===== src/sv/four_function_calculator_entry_assert.svh =====
// Assertion macros shared by the calculator entry RTL.
`ifndef FOUR_FUNCTION_CALCULATOR_ENTRY_ASSERT_SVH
`define FOUR_FUNCTION_CALCULATOR_ENTRY_ASSERT_SVH

// Checked only outside reset.
`define FFC_ASSERT(lbl, prop, msg) \
	lbl: assert property (@(posedge clk) disable iff (!arst_n) prop) else $error(msg);

// Checked at every edge, reset included.
`define FFC_ASSERT_ALWAYS(lbl, prop, msg) \
	lbl: assert property (@(posedge clk) prop) else $error(msg);

`endif


===== src/sv/ffc_pkg.sv =====
// Shared constants, types and helpers for the calculator entry block.
package ffc_pkg;

	localparam int LINE_LEN = 16;
	localparam int OPB      = 32;
	localparam int IDX_W    = $clog2(LINE_LEN) + 1;
	localparam int CNT_W    = $clog2(OPB);

	// x / 10 == (x * RECIP10) >> RECIP10_SH, exact over the full 32-bit operand range
	localparam int             RECIP10_SH = OPB + 3;
	localparam logic [OPB-1:0] RECIP10    =
		OPB'((({{(OPB+3){1'b0}}, 1'b1} << (OPB + 3)) / 10) + 1);

	localparam logic [7:0] CH_SPACE = 8'h20;
	localparam logic [7:0] CH_PLUS  = 8'h2B;
	localparam logic [7:0] CH_MINUS = 8'h2D;
	localparam logic [7:0] CH_TIMES = 8'h2A;
	localparam logic [7:0] CH_DIV   = 8'h2F;
	localparam logic [7:0] CH_ZERO  = 8'h30;
	localparam logic [7:0] CH_NINE  = 8'h39;
	localparam logic [7:0] CH_NONE  = 8'h00;

	localparam logic [4:0] NO_KEY       = 5'd16;
	localparam logic [3:0] KEY_DIGIT_LIM = 4'd10;
	localparam logic [3:0] KEY_MINUS    = 4'd11;
	localparam logic [3:0] KEY_EQUALS   = 4'd14;
	localparam logic [3:0] KEY_BKSP     = 4'd15;

	typedef enum logic [2:0] {
		ALU_ADD,
		ALU_SUB,
		ALU_MAC10,
		ALU_MUL,
		ALU_DIV,
		ALU_DIV10
	} ffc_alu_op_t;

	typedef struct packed {
		logic              start;
		ffc_alu_op_t       op;
		logic [OPB-1:0]    x;
		logic [OPB-1:0]    y;
	} ffc_alu_req_t;

	typedef struct packed {
		logic              done;
		logic [OPB-1:0]    res;
		logic [OPB-1:0]    rem;
	} ffc_alu_rsp_t;

	typedef enum logic [3:0] {
		S_IDLE,
		S_SKIP,
		S_SIGN,
		S_PA,
		S_PA_W,
		S_PB,
		S_PB_W,
		S_CALC,
		S_CALC_W,
		S_CONV_INIT,
		S_CONV,
		S_CONV_W,
		S_SGN_OUT,
		S_APPEND,
		S_EMIT
	} ffc_state_t;

	function automatic logic [7:0] op_char(input logic [1:0] code_lo);
		logic [7:0] c;
		case (code_lo)
			2'b10:   c = CH_PLUS;
			2'b11:   c = CH_MINUS;
			2'b00:   c = CH_TIMES;
			default: c = CH_DIV;
		endcase
		return c;
	endfunction

endpackage


===== src/sv/ffc_key_if.sv =====
// Keypad event channel.
interface ffc_key_if;
	logic       valid;
	logic       ready;
	logic       key_pressed;
	logic [3:0] key_code;

	modport source(output valid, key_pressed, key_code, input ready);
	modport sink(input valid, key_pressed, key_code, output ready);
endinterface


===== src/sv/ffc_char_if.sv =====
// Display character channel.
interface ffc_char_if;
	logic       valid;
	logic       ready;
	logic [3:0] char_position;
	logic [7:0] char_code;
	logic       last_char;

	modport source(output valid, char_position, char_code, last_char, input ready);
	modport sink(input valid, char_position, char_code, last_char, output ready);
endinterface


===== src/sv/ffc_alu.sv =====
// Shared arithmetic unit: add, subtract, times-ten accumulate, shift-add multiply,
// restoring divide, reciprocal divide by ten.
`include "four_function_calculator_entry_assert.svh"
module ffc_alu
	import ffc_pkg::*;
(
	input  logic         clk,
	input  logic         arst_n,
	input  ffc_alu_req_t req,
	output ffc_alu_rsp_t rsp
);

	logic              busy_q;
	logic              done_q;
	logic [CNT_W-1:0]  cnt_q;
	ffc_alu_op_t       op_q;
	logic [OPB-1:0]    acc_q;
	logic [OPB-1:0]    sh_q;
	logic [OPB-1:0]    mp_q;
	logic [OPB:0]      rem_q;
	logic [OPB:0]      trial;
	logic [2*OPB-1:0]  div10_prod;

	assign trial      = {rem_q[OPB-1:0], sh_q[OPB-1]};
	assign div10_prod = {{OPB{1'b0}}, req.x} * {{OPB{1'b0}}, RECIP10};

	always_ff @(posedge clk or negedge arst_n) begin
		if (!arst_n) begin
			busy_q <= 1'b0;
			done_q <= 1'b0;
			cnt_q  <= '0;
			op_q   <= ALU_ADD;
		end else begin
			done_q <= 1'b0;
			if (req.start) begin
				op_q  <= req.op;
				cnt_q <= (req.op == ALU_DIV10) ? '0 : CNT_W'(OPB - 1);
				if (req.op == ALU_MUL || req.op == ALU_DIV || req.op == ALU_DIV10) begin
					busy_q <= 1'b1;
				end else begin
					done_q <= 1'b1;
				end
			end else if (busy_q) begin
				cnt_q <= cnt_q - 1'b1;
				if (cnt_q == '0) begin
					busy_q <= 1'b0;
					done_q <= 1'b1;
				end
			end
		end
	end

	always_ff @(posedge clk) begin
		if (req.start) begin
			case (req.op)
				ALU_ADD:   acc_q <= req.x + req.y;
				ALU_SUB:   acc_q <= req.x - req.y;
				ALU_MAC10: acc_q <= (req.x << 3) + (req.x << 1) + req.y;
				ALU_MUL: begin
					acc_q <= '0;
					sh_q  <= req.x;
					mp_q  <= req.y;
				end
				// quotient now, remainder on the following cycle
				ALU_DIV10: begin
					acc_q <= OPB'(div10_prod >> RECIP10_SH);
					sh_q  <= req.x;
				end
				default: begin
					rem_q <= '0;
					sh_q  <= req.x;
					mp_q  <= req.y;
				end
			endcase
		end else if (busy_q) begin
			if (op_q == ALU_MUL) begin
				if (mp_q[0]) begin
					acc_q <= acc_q + sh_q;
				end
				sh_q <= sh_q << 1;
				mp_q <= mp_q >> 1;
			end else if (op_q == ALU_DIV10) begin
				rem_q <= {1'b0, sh_q - ((acc_q << 3) + (acc_q << 1))};
			end else begin
				if (trial >= {1'b0, mp_q}) begin
					rem_q <= trial - {1'b0, mp_q};
					sh_q  <= {sh_q[OPB-2:0], 1'b1};
				end else begin
					rem_q <= trial;
					sh_q  <= {sh_q[OPB-2:0], 1'b0};
				end
			end
		end
	end

	assign rsp.done = done_q;
	assign rsp.res  = (op_q == ALU_DIV) ? sh_q : acc_q;
	assign rsp.rem  = rem_q[OPB-1:0];

	`FFC_ASSERT(a_no_start_busy, req.start |-> !busy_q, "ALU started while busy")
	`FFC_ASSERT(a_done_ends_busy, done_q |-> !busy_q, "ALU done while still iterating")
	`FFC_ASSERT_ALWAYS(a_rst_idle, !arst_n |-> !busy_q, "ALU busy in reset")

endmodule


===== src/sv/four_function_calculator_entry.sv =====
// Keypad entry and display line of a four-function calculator; 16 characters per handled key.
// A digit, backspace or plain key goes straight from idle to emitting its 16 transfers.
// Evaluation parses each operand character through the ALU, runs the operation (times and divide
// iterate), then converts the result digit by digit. One key at a time; not ready meanwhile.
// Reset clears the line to spaces, drops the pending operator and forgets the last key.
`include "four_function_calculator_entry_assert.svh"
module four_function_calculator_entry
	import ffc_pkg::*;
(
	input  logic clk,
	input  logic arst_n,
	ffc_key_if.sink    key,
	ffc_char_if.source disp
);

	ffc_state_t        state_q, state_d;
	logic [7:0]        line_q [LINE_LEN];
	logic [7:0]        pend_q;
	logic [7:0]        opnew_q;
	logic [4:0]        prev_q;
	logic              jeval_q;
	logic              append_q;
	logic              neg_q;
	logic [IDX_W-1:0]  idx_q;
	logic [OPB-1:0]    a_q;
	logic [OPB-1:0]    b_q;
	logic [OPB-1:0]    r_q;
	logic [7:0]        opc_q;

	ffc_alu_req_t      alu_req;
	ffc_alu_rsp_t      alu_rsp;

	logic [7:0]        cur;
	logic              cur_digit;
	logic              in_range;
	logic              acc;
	logic              k_digit, k_op, dig_block, press_new, handled;
	logic              op_minus_sign, op_append, op_eval, eq_eval, start_eval;
	logic [7:0]        last_col;
	logic [OPB-1:0]    r_mag;

	function automatic logic [OPB-1:0] mag(input logic [OPB-1:0] v);
		return v[OPB-1] ? (~v + 1'b1) : v;
	endfunction

	ffc_alu u_alu (
		.clk    (clk),
		.arst_n (arst_n),
		.req    (alu_req),
		.rsp    (alu_rsp)
	);

	assign in_range  = idx_q < IDX_W'(LINE_LEN);
	assign cur       = in_range ? line_q[idx_q[IDX_W-2:0]] : CH_NONE;
	assign cur_digit = (cur >= CH_ZERO) && (cur <= CH_NINE);
	assign last_col  = line_q[LINE_LEN-1];
	assign r_mag     = mag(r_q);

	assign acc           = key.valid && key.ready;
	assign k_digit       = key.key_code < KEY_DIGIT_LIM;
	assign k_op          = !k_digit && key.key_code != KEY_EQUALS && key.key_code != KEY_BKSP;
	assign dig_block     = line_q[0] != CH_SPACE
		|| (line_q[LINE_LEN-7] != CH_SPACE && pend_q == CH_SPACE);
	assign press_new     = key.key_pressed && {1'b0, key.key_code} != prev_q;
	assign handled       = press_new && !(k_digit && dig_block);
	assign op_minus_sign = last_col == CH_SPACE && key.key_code == KEY_MINUS;
	assign op_append     = !op_minus_sign && last_col != pend_q && last_col != CH_MINUS;
	assign op_eval       = op_append && pend_q != CH_SPACE;
	assign eq_eval       = key.key_code == KEY_EQUALS && pend_q != CH_SPACE;
	assign start_eval    = eq_eval || (k_op && op_eval);

	assign disp.char_position = 4'(idx_q);
	assign disp.char_code     = line_q[idx_q[IDX_W-2:0]];
	assign disp.last_char     = idx_q == IDX_W'(LINE_LEN - 1);

	always_ff @(posedge clk or negedge arst_n) begin
		if (!arst_n) begin
			state_q <= S_IDLE;
		end else begin
			state_q <= state_d;
		end
	end

	always_comb begin
		state_d    = state_q;
		key.ready  = 1'b0;
		disp.valid = 1'b0;
		alu_req    = '0;
		case (state_q)
			S_IDLE: begin
				key.ready = 1'b1;
				if (acc && handled) begin
					state_d = start_eval ? S_SKIP : S_EMIT;
				end
			end
			S_SKIP: begin
				if (cur != CH_SPACE) begin
					state_d = S_SIGN;
				end
			end
			S_SIGN: state_d = S_PA;
			S_PA: begin
				if (cur_digit) begin
					alu_req.start = 1'b1;
					alu_req.op    = ALU_MAC10;
					alu_req.x     = a_q;
					alu_req.y     = OPB'(cur[3:0]);
					state_d       = S_PA_W;
				end else begin
					state_d = S_PB;
				end
			end
			S_PA_W: if (alu_rsp.done) state_d = S_PA;
			S_PB: begin
				if (cur_digit) begin
					alu_req.start = 1'b1;
					alu_req.op    = ALU_MAC10;
					alu_req.x     = b_q;
					alu_req.y     = OPB'(cur[3:0]);
					state_d       = S_PB_W;
				end else begin
					state_d = S_CALC;
				end
			end
			S_PB_W: if (alu_rsp.done) state_d = S_PB;
			S_CALC: begin
				alu_req.x = a_q;
				alu_req.y = b_q;
				state_d   = S_CALC_W;
				case (opc_q)
					CH_PLUS:  begin alu_req.start = 1'b1; alu_req.op = ALU_ADD; end
					CH_MINUS: begin alu_req.start = 1'b1; alu_req.op = ALU_SUB; end
					CH_TIMES: begin alu_req.start = 1'b1; alu_req.op = ALU_MUL; end
					CH_DIV: begin
						if (b_q != '0) begin
							alu_req.start = 1'b1;
							alu_req.op    = ALU_DIV;
							alu_req.x     = mag(a_q);
							alu_req.y     = mag(b_q);
						end else begin
							state_d = S_CONV_INIT;
						end
					end
					default: state_d = S_CONV_INIT;
				endcase
			end
			S_CALC_W: if (alu_rsp.done) state_d = S_CONV_INIT;
			S_CONV_INIT: state_d = (r_mag == '0) ? S_SGN_OUT : S_CONV;
			S_CONV: begin
				if (a_q != '0 && in_range) begin
					alu_req.start = 1'b1;
					alu_req.op    = ALU_DIV10;
					alu_req.x     = a_q;
					state_d       = S_CONV_W;
				end else begin
					state_d = S_SGN_OUT;
				end
			end
			S_CONV_W:  if (alu_rsp.done) state_d = S_CONV;
			S_SGN_OUT: state_d = S_APPEND;
			S_APPEND:  state_d = S_EMIT;
			S_EMIT: begin
				disp.valid = 1'b1;
				if (disp.ready && disp.last_char) begin
					state_d = S_IDLE;
				end
			end
			default: state_d = S_IDLE;
		endcase
	end

	always_ff @(posedge clk or negedge arst_n) begin
		if (!arst_n) begin
			for (int k = 0; k < LINE_LEN; k++) line_q[k] <= CH_SPACE;
			pend_q   <= CH_SPACE;
			prev_q   <= NO_KEY;
			jeval_q  <= 1'b0;
			append_q <= 1'b0;
			opnew_q  <= CH_SPACE;
			idx_q    <= '0;
		end else begin
			case (state_q)
				S_IDLE: begin
					if (acc && !key.key_pressed) begin
						prev_q <= NO_KEY;
					end else if (acc && handled) begin
						prev_q   <= {1'b0, key.key_code};
						jeval_q  <= key.key_code == KEY_EQUALS;
						idx_q    <= '0;
						append_q <= 1'b0;
						if (k_digit) begin
							for (int k = 0; k < LINE_LEN - 1; k++) begin
								line_q[k] <= jeval_q ? CH_SPACE : line_q[k+1];
							end
							line_q[LINE_LEN-1] <= CH_ZERO | {4'h0, key.key_code};
						end else if (key.key_code == KEY_BKSP) begin
							if (pend_q != CH_SPACE && last_col == pend_q) pend_q <= CH_SPACE;
							for (int k = 1; k < LINE_LEN; k++) line_q[k] <= line_q[k-1];
						end else if (key.key_code == KEY_EQUALS) begin
							pend_q <= CH_SPACE;
						end else if (op_minus_sign) begin
							line_q[LINE_LEN-1] <= CH_MINUS;
						end else if (op_append) begin
							pend_q  <= op_char(key.key_code[1:0]);
							opnew_q <= op_char(key.key_code[1:0]);
							if (op_eval) begin
								append_q <= 1'b1;
							end else begin
								for (int k = 0; k < LINE_LEN - 1; k++) line_q[k] <= line_q[k+1];
								line_q[LINE_LEN-1] <= op_char(key.key_code[1:0]);
							end
						end
					end
				end
				S_SKIP: if (cur == CH_SPACE) idx_q <= idx_q + 1'b1;
				S_SIGN: if (cur == CH_MINUS) idx_q <= idx_q + 1'b1;
				S_PA:   if (!cur_digit) idx_q <= idx_q + 1'b1;
				S_PA_W: if (alu_rsp.done) idx_q <= idx_q + 1'b1;
				S_PB_W: if (alu_rsp.done) idx_q <= idx_q + 1'b1;
				S_CONV_INIT: begin
					for (int k = 0; k < LINE_LEN - 1; k++) line_q[k] <= CH_SPACE;
					if (r_mag == '0) begin
						line_q[LINE_LEN-1] <= CH_ZERO;
						idx_q              <= IDX_W'(LINE_LEN - 2);
					end else begin
						idx_q <= IDX_W'(LINE_LEN - 1);
					end
				end
				S_CONV_W: begin
					if (alu_rsp.done) begin
						line_q[idx_q[IDX_W-2:0]] <= CH_ZERO | {4'h0, alu_rsp.rem[3:0]};
						idx_q                    <= idx_q - 1'b1;
					end
				end
				S_SGN_OUT: begin
					if (neg_q && in_range) line_q[idx_q[IDX_W-2:0]] <= CH_MINUS;
				end
				S_APPEND: begin
					idx_q <= '0;
					if (append_q) begin
						for (int k = 0; k < LINE_LEN - 1; k++) line_q[k] <= line_q[k+1];
						line_q[LINE_LEN-1] <= opnew_q;
					end
				end
				S_EMIT: if (disp.ready) idx_q <= idx_q + 1'b1;
				default: ;
			endcase
		end
	end

	// Operand and result datapath; no reset needed.
	always_ff @(posedge clk) begin
		case (state_q)
			S_IDLE: begin
				a_q   <= '0;
				b_q   <= '0;
				neg_q <= 1'b0;
			end
			S_SIGN: if (cur == CH_MINUS) neg_q <= 1'b1;
			S_PA: begin
				if (!cur_digit) begin
					if (neg_q) a_q <= ~a_q + 1'b1;
					opc_q <= cur;
				end
			end
			S_PA_W: if (alu_rsp.done) a_q <= alu_rsp.res;
			S_PB_W: if (alu_rsp.done) b_q <= alu_rsp.res;
			S_CALC: r_q <= '0;
			S_CALC_W: begin
				if (alu_rsp.done) begin
					if (opc_q == CH_DIV && (a_q[OPB-1] ^ b_q[OPB-1])) begin
						r_q <= ~alu_rsp.res + 1'b1;
					end else begin
						r_q <= alu_rsp.res;
					end
				end
			end
			S_CONV_INIT: begin
				neg_q <= r_q[OPB-1];
				a_q   <= r_mag;
			end
			S_CONV_W: if (alu_rsp.done) a_q <= alu_rsp.res;
			default: ;
		endcase
	end

	`FFC_ASSERT(a_ready_no_emit, key.ready |-> !disp.valid, "ready while emitting")
	`FFC_ASSERT(a_release_clears, acc && !key.key_pressed |=> prev_q == NO_KEY,
		"key release not recorded")
	`FFC_ASSERT(a_alu_done_waited, alu_rsp.done |-> (state_q == S_PA_W || state_q == S_PB_W
		|| state_q == S_CALC_W || state_q == S_CONV_W), "ALU result with nobody waiting")

endmodule


===== src/flat_wrapper.sv =====
// flat-port wrapper written by rule: the top's interface ports become plain ports
module four_function_calculator_entry_flat import ffc_pkg::*;
  (clk, arst_n, key_valid, key_key_pressed, key_key_code, key_ready, disp_valid, disp_char_position, disp_char_code, disp_last_char, disp_ready);
  ffc_key_if key_i ();
  ffc_char_if disp_i ();
  input  logic clk;
  input  logic arst_n;
  input wire logic [$bits(key_i.valid)-1:0] key_valid;
  input wire logic [$bits(key_i.key_pressed)-1:0] key_key_pressed;
  input wire logic [$bits(key_i.key_code)-1:0] key_key_code;
  output wire logic [$bits(key_i.ready)-1:0] key_ready;
  output wire logic [$bits(disp_i.valid)-1:0] disp_valid;
  output wire logic [$bits(disp_i.char_position)-1:0] disp_char_position;
  output wire logic [$bits(disp_i.char_code)-1:0] disp_char_code;
  output wire logic [$bits(disp_i.last_char)-1:0] disp_last_char;
  input wire logic [$bits(disp_i.ready)-1:0] disp_ready;
  assign key_i.valid = key_valid;
  assign key_i.key_pressed = key_key_pressed;
  assign key_i.key_code = key_key_code;
  assign key_ready = key_i.ready;
  assign disp_valid = disp_i.valid;
  assign disp_char_position = disp_i.char_position;
  assign disp_char_code = disp_i.char_code;
  assign disp_last_char = disp_i.last_char;
  assign disp_i.ready = disp_ready;
  four_function_calculator_entry u_core (.clk(clk), .arst_n(arst_n), .key(key_i), .disp(disp_i));
endmodule

===== config.mk =====
export PLATFORM = sky130hd
export DESIGN_NAME = four_function_calculator_entry_flat
export DESIGN_NICKNAME = d
export VERILOG_FILES = /design/src/sv/ffc_pkg.sv /design/src/sv/ffc_key_if.sv /design/src/sv/ffc_char_if.sv /design/src/sv/ffc_alu.sv /design/src/sv/four_function_calculator_entry.sv /design/src/flat_wrapper.sv
export VERILOG_INCLUDE_DIRS = /design/src /design/src/sv
export SDC_FILE = /design/constraint.sdc
export NUM_CORES = 2
export LEC_CHECK = 0
export BUFFER_PORTS_ARGS = -buffer_cell sky130_fd_sc_hd__clkbuf_2
export CAP_MARGIN = 20
export CORE_MARGIN = 2
export CORE_UTILIZATION = 35
export DETAILED_ROUTE_END_ITERATION = 10
export PLACE_DENSITY = 0.5
export SLEW_MARGIN = 20
export SYNTH_ARGS = -nofsm -noshare
export SYNTH_HDL_FRONTEND = slang
export SYNTH_SLANG_ARGS = --single-unit

===== constraint.sdc =====
create_clock -name clk -period 33.8 [get_ports clk]
set_input_delay 3.38 -clock clk [delete_from_list [all_inputs] [get_ports clk]]
set_output_delay 3.38 -clock clk [all_outputs]
set_load 0.01 [all_outputs]

==> results.json <==
{
  "outcome": "completed",
  "drtAntennaViolNets": 0,
  "cts-buffers-inserted": 50,
  "drt_first_pass_iters": 9,
  "synthCells": 5771,
  "dieHeight_microns": 386,
  "clock_latency_ns": 0.67,
  "async_reset_ff_frac": 0.410,
  "setup_viol": 0,
  "synth-edff-count": 233,
  "crit_fanout": 28,
  "nFillCells": 14743,
  "ys_seq_area_frac": 0.217,
  "worst-endpoint-required_ns": 34.18,
  "hold_viol": 0,
  "r2r_start": "u_core.idx_q[0]",
  "multi_input_area_sq_mm": 0.0361,
  "clk_pin_slew_worst_paths_ns": 0.07,
  "dr_total_vias": 43692,
  "critPathTopFamily": "adder cells",
  "dieArea_sq_mm": 0.149,
  "ios": 24,
  "hold_start": "u_core.opnew_q[3]",
  "syn_nets": 6752,
  "max_stage_delay_ns": 0.79,
  "synthDistinctLibCells": 94,
  "vias_per_cell": 5.68,
  "yosys_warnings": 0,
  "layout.nets": 6707,
  "leakage_nw": 25.7,
  "hold_buffers": 0,
  "pre_cts_slack_ns": 20.74,
  "crit_path_start": "u_core.idx_q[0]",
  "fin_util": 0.382,
  "core_area_sq_mm": 0.145,
  "start_kind": "flop",
  "setup_tns_ns": 0,
  "cpMostUsedCell": "inv_1",
  "overflow": 0,
  "ctsResizeCount": 0,
  "grt_pass1_wl_microns": 293000,
  "drv_cap": 0,
  "yosys_most_used_dff": "edfxtp_1",
  "setup_slack_ns": 20.64,
  "grtUsageMet1": 0.349,
  "rsz0062_at_grt": "no",
  "grtUsageMet3": 0.0305,
  "drive_above_1_share": 0.0640,
  "hpwl_microns": 159000,
  "skew_ns": 0.0951,
  "slew_violations": 0,
  "min_period_ns": 13.16,
  "slew_headroom": 0.185,
  "path_class": "reg -> reg",
  "place_congestion": 0.976,
  "worst_pin_slew_ns": 1.21,
  "htreeDepth": 2,
  "grt_usage": 0.264,
  "yosysMostFrequentCell": "inv_1",
  "grt_use_met2": 0.436,
  "ys_ff_latch": 395,
  "cts_tree": "done",
  "cts_buffer_depth": 3,
  "row_count": 140,
  "timing.fmax_mhz": 76.0,
  "drc": 0,
  "portBuffers": 23,
  "synthesis.area_sq_mm": 0.0510,
  "setup.worst_path.end_class": "flop",
  "regArea_sq_mm": 0.0111,
  "synth_top_area_cell": "fa_1",
  "cts_root_buffer": "clkbuf_16",
  "grt.busiest_layer": "met2",
  "synth.avg_cell_area_sq_um": 8.84,
  "synth_common_cells": "inv_1, ha_1, nand2_1, a21oi_1, fa_1",
  "path_buf_inv": 9,
  "wl_per_cell_microns": 25.6,
  "synth_top_cell_area_share": 0.177,
  "cp.arrival_ns": 13.53,
  "die_width_microns": 386,
  "synth_area_leaders": "fa_1, edfxtp_1, ha_1, dfrtp_1, inv_1",
  "fin_crit_sh": 0.389,
  "cts.sinks": 395,
  "power.density_mw_per_mm2": 19.9,
  "areaGrowthSynthToFinish_pct": 8.86,
  "max-vdd-ir-drop_mv": 0.0346,
  "post-cts-setup-buffers": 0,
  "drt_iter0_markers": 4410,
  "grt_pass1_vias": 43539,
  "routed_wirelength_microns": 197000,
  "initial_core_util": 0.351,
  "grt_max_degree": 99,
  "hp-class": "reg -> reg",
  "critPathSlowestCell": "nor4_2",
  "antenna_found_initial": 7
}
[sequential cells by signal, summed over array words and instances, names as in the netlist, 3 cells and up]
signal,cells
u_core.state_q,4
u_core.u_alu.sh_q,32
u_core.u_alu.op_q,3
u_core.opnew_q,4
u_core.idx_q,5
u_core.a_q,32
u_core.line_q,120
u_core.u_alu.rem_q,32
u_core.u_alu.mp_q,32
u_core.prev_q,5
u_core.pend_q,4
u_core.u_alu.cnt_q,5
u_core.opc_q,8
u_core.last_col,8
u_core.b_q,32
u_core.u_alu.acc_q,32
u_core.r_q,32
[logic make-up (layout without fill, tap and decap cells)]
logic type	count (synthesis)	count (layout)	synth area share
mux	63	63	0.0209
fa+ha+maj	973	973	0.305
simple gates	1413	1413	0.128
xor+xnor	343	343	0.0589
flops	395	395	0.217
compound gates	1535	1535	0.192
other cells	0	3	0
buf+inv	1049	1045	0.0778
[metrics by stage]
step / power, mW / area [sq um] / hold WS [ns] / std cells
final: 1.11 / 55500 / 0.474 / 7687
after global routing: 1.14 / 55500 / 0.516 / 7684
after CTS: 1.12 / 55400 / 0.475 / 7682
after detailed placement: 0.528 / 53700 / 0.457 / 7589
after global placement: 0.528 / 53700 / 0.456 / 7587
after floorplan: 0.521 / 51000 / 0.435 / 5771
[layer usage]
metal,wire [microns],up-vias
li1,-,20021
met2,91800,1547
met4,9870,2
met1,83900,21796
met5,13,-
met3,11400,326
[final timing paths]
| kind | endpoint | slack, ns | cells after the start |
|---|---|---|---|
| setup / recovery | u_core.u_alu.acc_q[10] | 20.64 | 41 |
| hold / removal | u_core.opnew_q[3] | 0.47 | 1 |
| setup reg to reg | u_core.u_alu.acc_q[10] | 20.64 | 41 |
| hold reg to reg | u_core.opnew_q[3] | 0.47 | 1 |
| max in group asynchronous | u_core.u_alu.cnt_q[0] | 29.78 | 2 |
| min in group asynchronous | u_core.line_q[72] | 2.68 | 1 |
[cell usage in the layout, fill, tap and decap left out, drive strengths merged, types with 26 or more instances in the layout]
master	instances
a211oi	38
a21o	123
a21oi	456
a221oi	33
a222oi	46
a22oi	46
a31oi	43
and2	31
and3	39
buf	130
clkbuf	89
dfrtp	145
edfxtp	233
fa	452
ha	520
inv	802
mux4	33
nand2	473
nand2b	64
nand3	65
nor2	423
nor2b	33
nor3	107
nor4	26
o211ai	37
o21a	33
o21ai	395
o221ai	38
or3	54
xnor2	189
xor2	154
[where the power goes]
group	internal (mW)	leakage [nW]	switching, mW	total [mW]
Clock	0.338	0.839	0.251	0.589
Sequential	0.507	3.80	0	0.507
Combinational	0.00185	21.1	0.00912	0.0110
[final cells by class]
type,instances,share of cell area
clock inverter,26,0.00676
multi-input combinational,4327,0.651
inverter,800,0.0541
sequential,395,0.200
timing repair buffer,152,0.0201
antenna,3,0.000135
clock buffer,67,0.0250
tap,1917,0.0432
Power figures use the tool's default switching activity.
